--- src/design/bfa_pkg.sv ---
// Package of the frame allocator: defaults, request and status codes, shared types.
package bfa_pkg;
	localparam int MAX_FRAMES_DEF  = 32768;
	localparam int FRAME_SHIFT_DEF = 12;
	localparam int WORD_BITS_DEF   = 32;

	// Width of a frame count handed to the counter (covers the largest bitmap).
	localparam int HITS_W = 21;

	localparam logic [2:0] REQ_ALLOC_ONE   = 3'd0;
	localparam logic [2:0] REQ_ALLOC_RUN   = 3'd1;
	localparam logic [2:0] REQ_FREE_ONE    = 3'd2;
	localparam logic [2:0] REQ_REGION_FREE = 3'd3;
	localparam logic [2:0] REQ_REGION_USED = 3'd4;

	localparam logic [1:0] ST_OK       = 2'd0;
	localparam logic [1:0] ST_NO_MEM   = 2'd1;
	localparam logic [1:0] ST_ZERO_LEN = 2'd2;

	typedef struct packed {
		logic [15:0]       fc;
		logic [15:0]       total;
		logic [HITS_W-1:0] n;
		logic              up;
	} cnt_req_t;

	typedef struct packed {
		logic [15:0] fc;
		logic [15:0] teff;
	} cnt_rsp_t;
endpackage

--- src/design/bfa_count_unit.sv ---
// Saturating free-count unit: clamps the total and adds or removes a frame count.
module bfa_count_unit #(
	parameter int MAX_FRAMES = 32768
) (
	input  bfa_pkg::cnt_req_t req,
	output bfa_pkg::cnt_rsp_t rsp
);
	import bfa_pkg::*;

	logic [15:0] teff;
	logic [15:0] room;

	always_comb begin
		if (32'(req.total) > 32'(MAX_FRAMES)) begin
			teff = 16'(MAX_FRAMES);
		end else begin
			teff = req.total;
		end
		room = teff - req.fc;
		rsp.teff = teff;
		if (req.up) begin
			if (req.fc >= teff) begin
				rsp.fc = req.fc;
			end else if (32'(req.n) >= 32'(room)) begin
				rsp.fc = teff;
			end else begin
				rsp.fc = req.fc + 16'(req.n);
			end
		end else begin
			if (32'(req.n) >= 32'(req.fc)) begin
				rsp.fc = '0;
			end else begin
				rsp.fc = req.fc - 16'(req.n);
			end
		end
	end
endmodule

--- config.mk ---
export PLATFORM = sky130hd
export DESIGN_NAME = bfa_count_unit
export DESIGN_NICKNAME = d
export VERILOG_FILES = /design/src/design/bfa_pkg.sv /design/src/design/bfa_count_unit.sv
export SDC_FILE = /design/constraint.sdc
export NUM_CORES = 1
export LEC_CHECK = 0
export ABC_AREA = 1
export BUFFER_PORTS_ARGS = -buffer_cell sky130_fd_sc_hd__clkbuf_2
export CORE_UTILIZATION = 35
export DETAILED_ROUTE_END_ITERATION = 16
export PLACE_DENSITY = 0.55
export SLEW_MARGIN = 20
export SYNTH_ARGS = -nofsm -noshare
export SYNTH_HDL_FRONTEND = slang
export SYNTH_SLANG_ARGS = --single-unit
--- constraint.sdc ---
create_clock -name vclk -period 2.9
set_input_delay 0 -clock vclk [all_inputs]
set_output_delay 0 -clock vclk [all_outputs]
set_load 0.01 [all_outputs]
==> flow_summary.ini <==
[sta]
fin_crit_ps = 3490
fin_hold_ws_ps = 376
relSlewSlack_pct = 42.0
finalHoldViolations = 0
rsz0062_at_grt = yes
setup_slack_ps = -589
worst_slew_pin_slew_ps = 870
setup_viol_count_final = 16
fin_crit_sh_pct = 120
fmax_ghz = 0.287
slew_violations = 0

[global_routing]
grt-ovfl-total = 0
grt_use_met1_pct = 34.4
grt_antenna_before_repair = 0
grt_pass1_vias = 5049
grt_pass1_wl_um = 24700
grt_max_degree = 30
grt_busiest_layer = met2
grt_usage_pct = 24.7
gr-usage-met3_pct = 0.435
use_met2_pct = 43.8

[setup_path]
crit_slowest_cell = fa_2
worst_ep_arrival_time_ps = 3490
cp_slowest_stage_delay_ps = 330
worst_setup_path_start_kind = input port
end_kind = output port
required_ps = 2900
crit_type = input port to output port
crit_fanout = 13

[placed_design]
place_inst = 1065
dpl-instance-area_mm2 = 0.00545
io_buffers = 86
place_congestion = 0.919
dp_slack_ps = -735
place_hpwl_um = 13600

[synthesis]
synth_compound_area_share_pct = 12.5
synthMuxAreaShare_pct = 0
synth_xor_area_share_pct = 6.28
syn_area_mm2 = 0.00419
syn_area_per_cell_um2 = 5.47
synthAdderAreaFrac_pct = 25.0
syn_nets = 901
synth_cell_type_count = 33
ys_warn_count = 0
synthCells = 765
yosysSeqAreaShare_pct = 0
synth_top_family_by_area = simple AND/OR/NAND/NOR gates
yosys.area_share.simple_pct = 40.5

[outcome]
run_status = complete, but fails checks
violations = design-rule violations, negative setup slack

[final_layout]
layout_commonest_cell = nand2_1
stdcell_area_mm2 = 0.00593
diodes = 0
final_cell_mix = nand2_1, inv_1, buf_4
area_growth_pct = 41.7
final_cells = 1082
seq_area_um2 = 0
nFillCells = 1245
nFlopsAndLatches = 0
clkbuf_count = 0
layout-drive-gt1-share_pct = 30.8
layout.nets = 1077

[die]
rows = 39
start_util_pct = 36.4
die_x_um = 111
core_area_mm2 = 0.0115
io_pins = 86
die_y_um = 111
die_area_mm2 = 0.0124

[min_path]
hold_depth = 4
hp-start = req[0]
min_to = rsp[18]
hp-class = input port to output port

[pwr]
ir_drop_uv = 82.3
powerDensity_mw_per_mm2 = 194
p_leak_nw = 3.49

[routing]
vias = 5335
drtIter0Drc = 250
first_pass_iters = 11
wirelength_um = 16000
vias_per_cell = 4.93
drcViolationCount = 4
wire_per_inst_um = 14.8
detail-route-antenna-nets = 0

[clock_tree]
cts_hold_buf = 0

[flow_run]
drv_cap = 0
[how the worst max path moves through the flow]
stage	from	to	slack [ps]
after global placement	req[34]	rsp[30]	-640
final	req[30]	rsp[23]	-590
after detailed placement	req[36]	rsp[29]	-740
after CTS	req[34]	rsp[17]	-570
after global routing	req[32]	rsp[19]	-820
after floorplan	req[30]	rsp[23]	-250
[cell families (layout without fill, tap and decap cells)]
family                   after synthesis  in the layout
buffers and inverters                156            328
adder cells (fa/ha/maj)               82             82
AO/OA/AOI/OAI                         96             97
XOR/XNOR                              30             30
AND/OR/NAND/NOR                      401            402
[per-stage QoR]
step / util, % / power (mW) / setup TNS (ps)
after floorplan: - / 0.658 / -3450
after global placement: 47.4 / 1.04 / -9820
after detailed placement: 47.4 / 1.05 / -11050
after CTS: 48.6 / 1.07 / -8840
after global routing: 51.5 / 1.28 / -12510
final: 51.5 / 1.15 / -8980
[power by group]
group | internal, mW | switching, mW | leakage, nW
Clock | 0 | 0 | 0
Combinational | 0.478 | 0.674 | 3.49
Sequential | 0 | 0 | 0
[metal layers]
metal | wire [um] | vias to the layer above
met4 | 239 | 0
met3 | 677 | 17
met1 | 7510 | 2418
met5 | 0 | -
li1 | - | 2757
met2 | 7560 | 143
[critical path, delay by kind of cell]
| family | cells | cell delay, ps |
|---|---|---|
| buffers and inverters | 5 | 570 |
| AND/OR/NAND/NOR | 16 | 1470 |
| adder cells (fa/ha/maj) | 3 | 820 |
| AO/OA/AOI/OAI | 4 | 530 |
| XOR/XNOR | 1 | 90 |
[synth_stat cells]
cell	n	area share [%]
a21boi_2	1	0.27
a21o_1	6	1.1
a21oi_1	67	8.0
a31oi_1	1	0.15
and2_1	2	0.30
buf_2	9	1.1
buf_4	2	0.36
buf_6	6	1.6
clkbuf_1	2	0.18
clkbuf_2	1	0.12
dlygate4sd1_1	1	0.21
fa_1	3	1.4
ha_1	79	24
inv_1	135	12
nand2_1	243	22
nand2_2	3	0.45
nand3_1	69	8.2
nand3_4	1	0.42
nand3b_1	2	0.36
nand4_1	10	1.5
nor2_1	59	5.3
nor2_2	1	0.15
nor2_4	3	0.81
nor2b_1	1	0.15
nor3_1	4	0.48
nor4_2	1	0.30
o21a_1	2	0.36
o21ai_0	13	1.6
o21bai_1	6	1.1
or2_0	1	0.15
or2_2	1	0.15
xnor2_1	6	1.3
xor2_1	24	5.0
[layout make-up]
type	count	area [um^2]	share of cell area (%)
Inverter	135	514	8.67
Multi-Input combinational cell	611	3910	66.0
Tap cell	143	179	3.02
Timing Repair Buffer	193	1330	22.3
[what timing repair did]
| item | CTS | global route |
|---|---|---|
| cloned | 2 | 0 |
| setup endpoints to repair | 16 | 16 |
| pin swaps | 18 | 23 |
| buffers inserted | 8 | 7 |
| gates resized for setup | 15 | 66 |
Note: power is estimated with default switching activity, not from simulation.
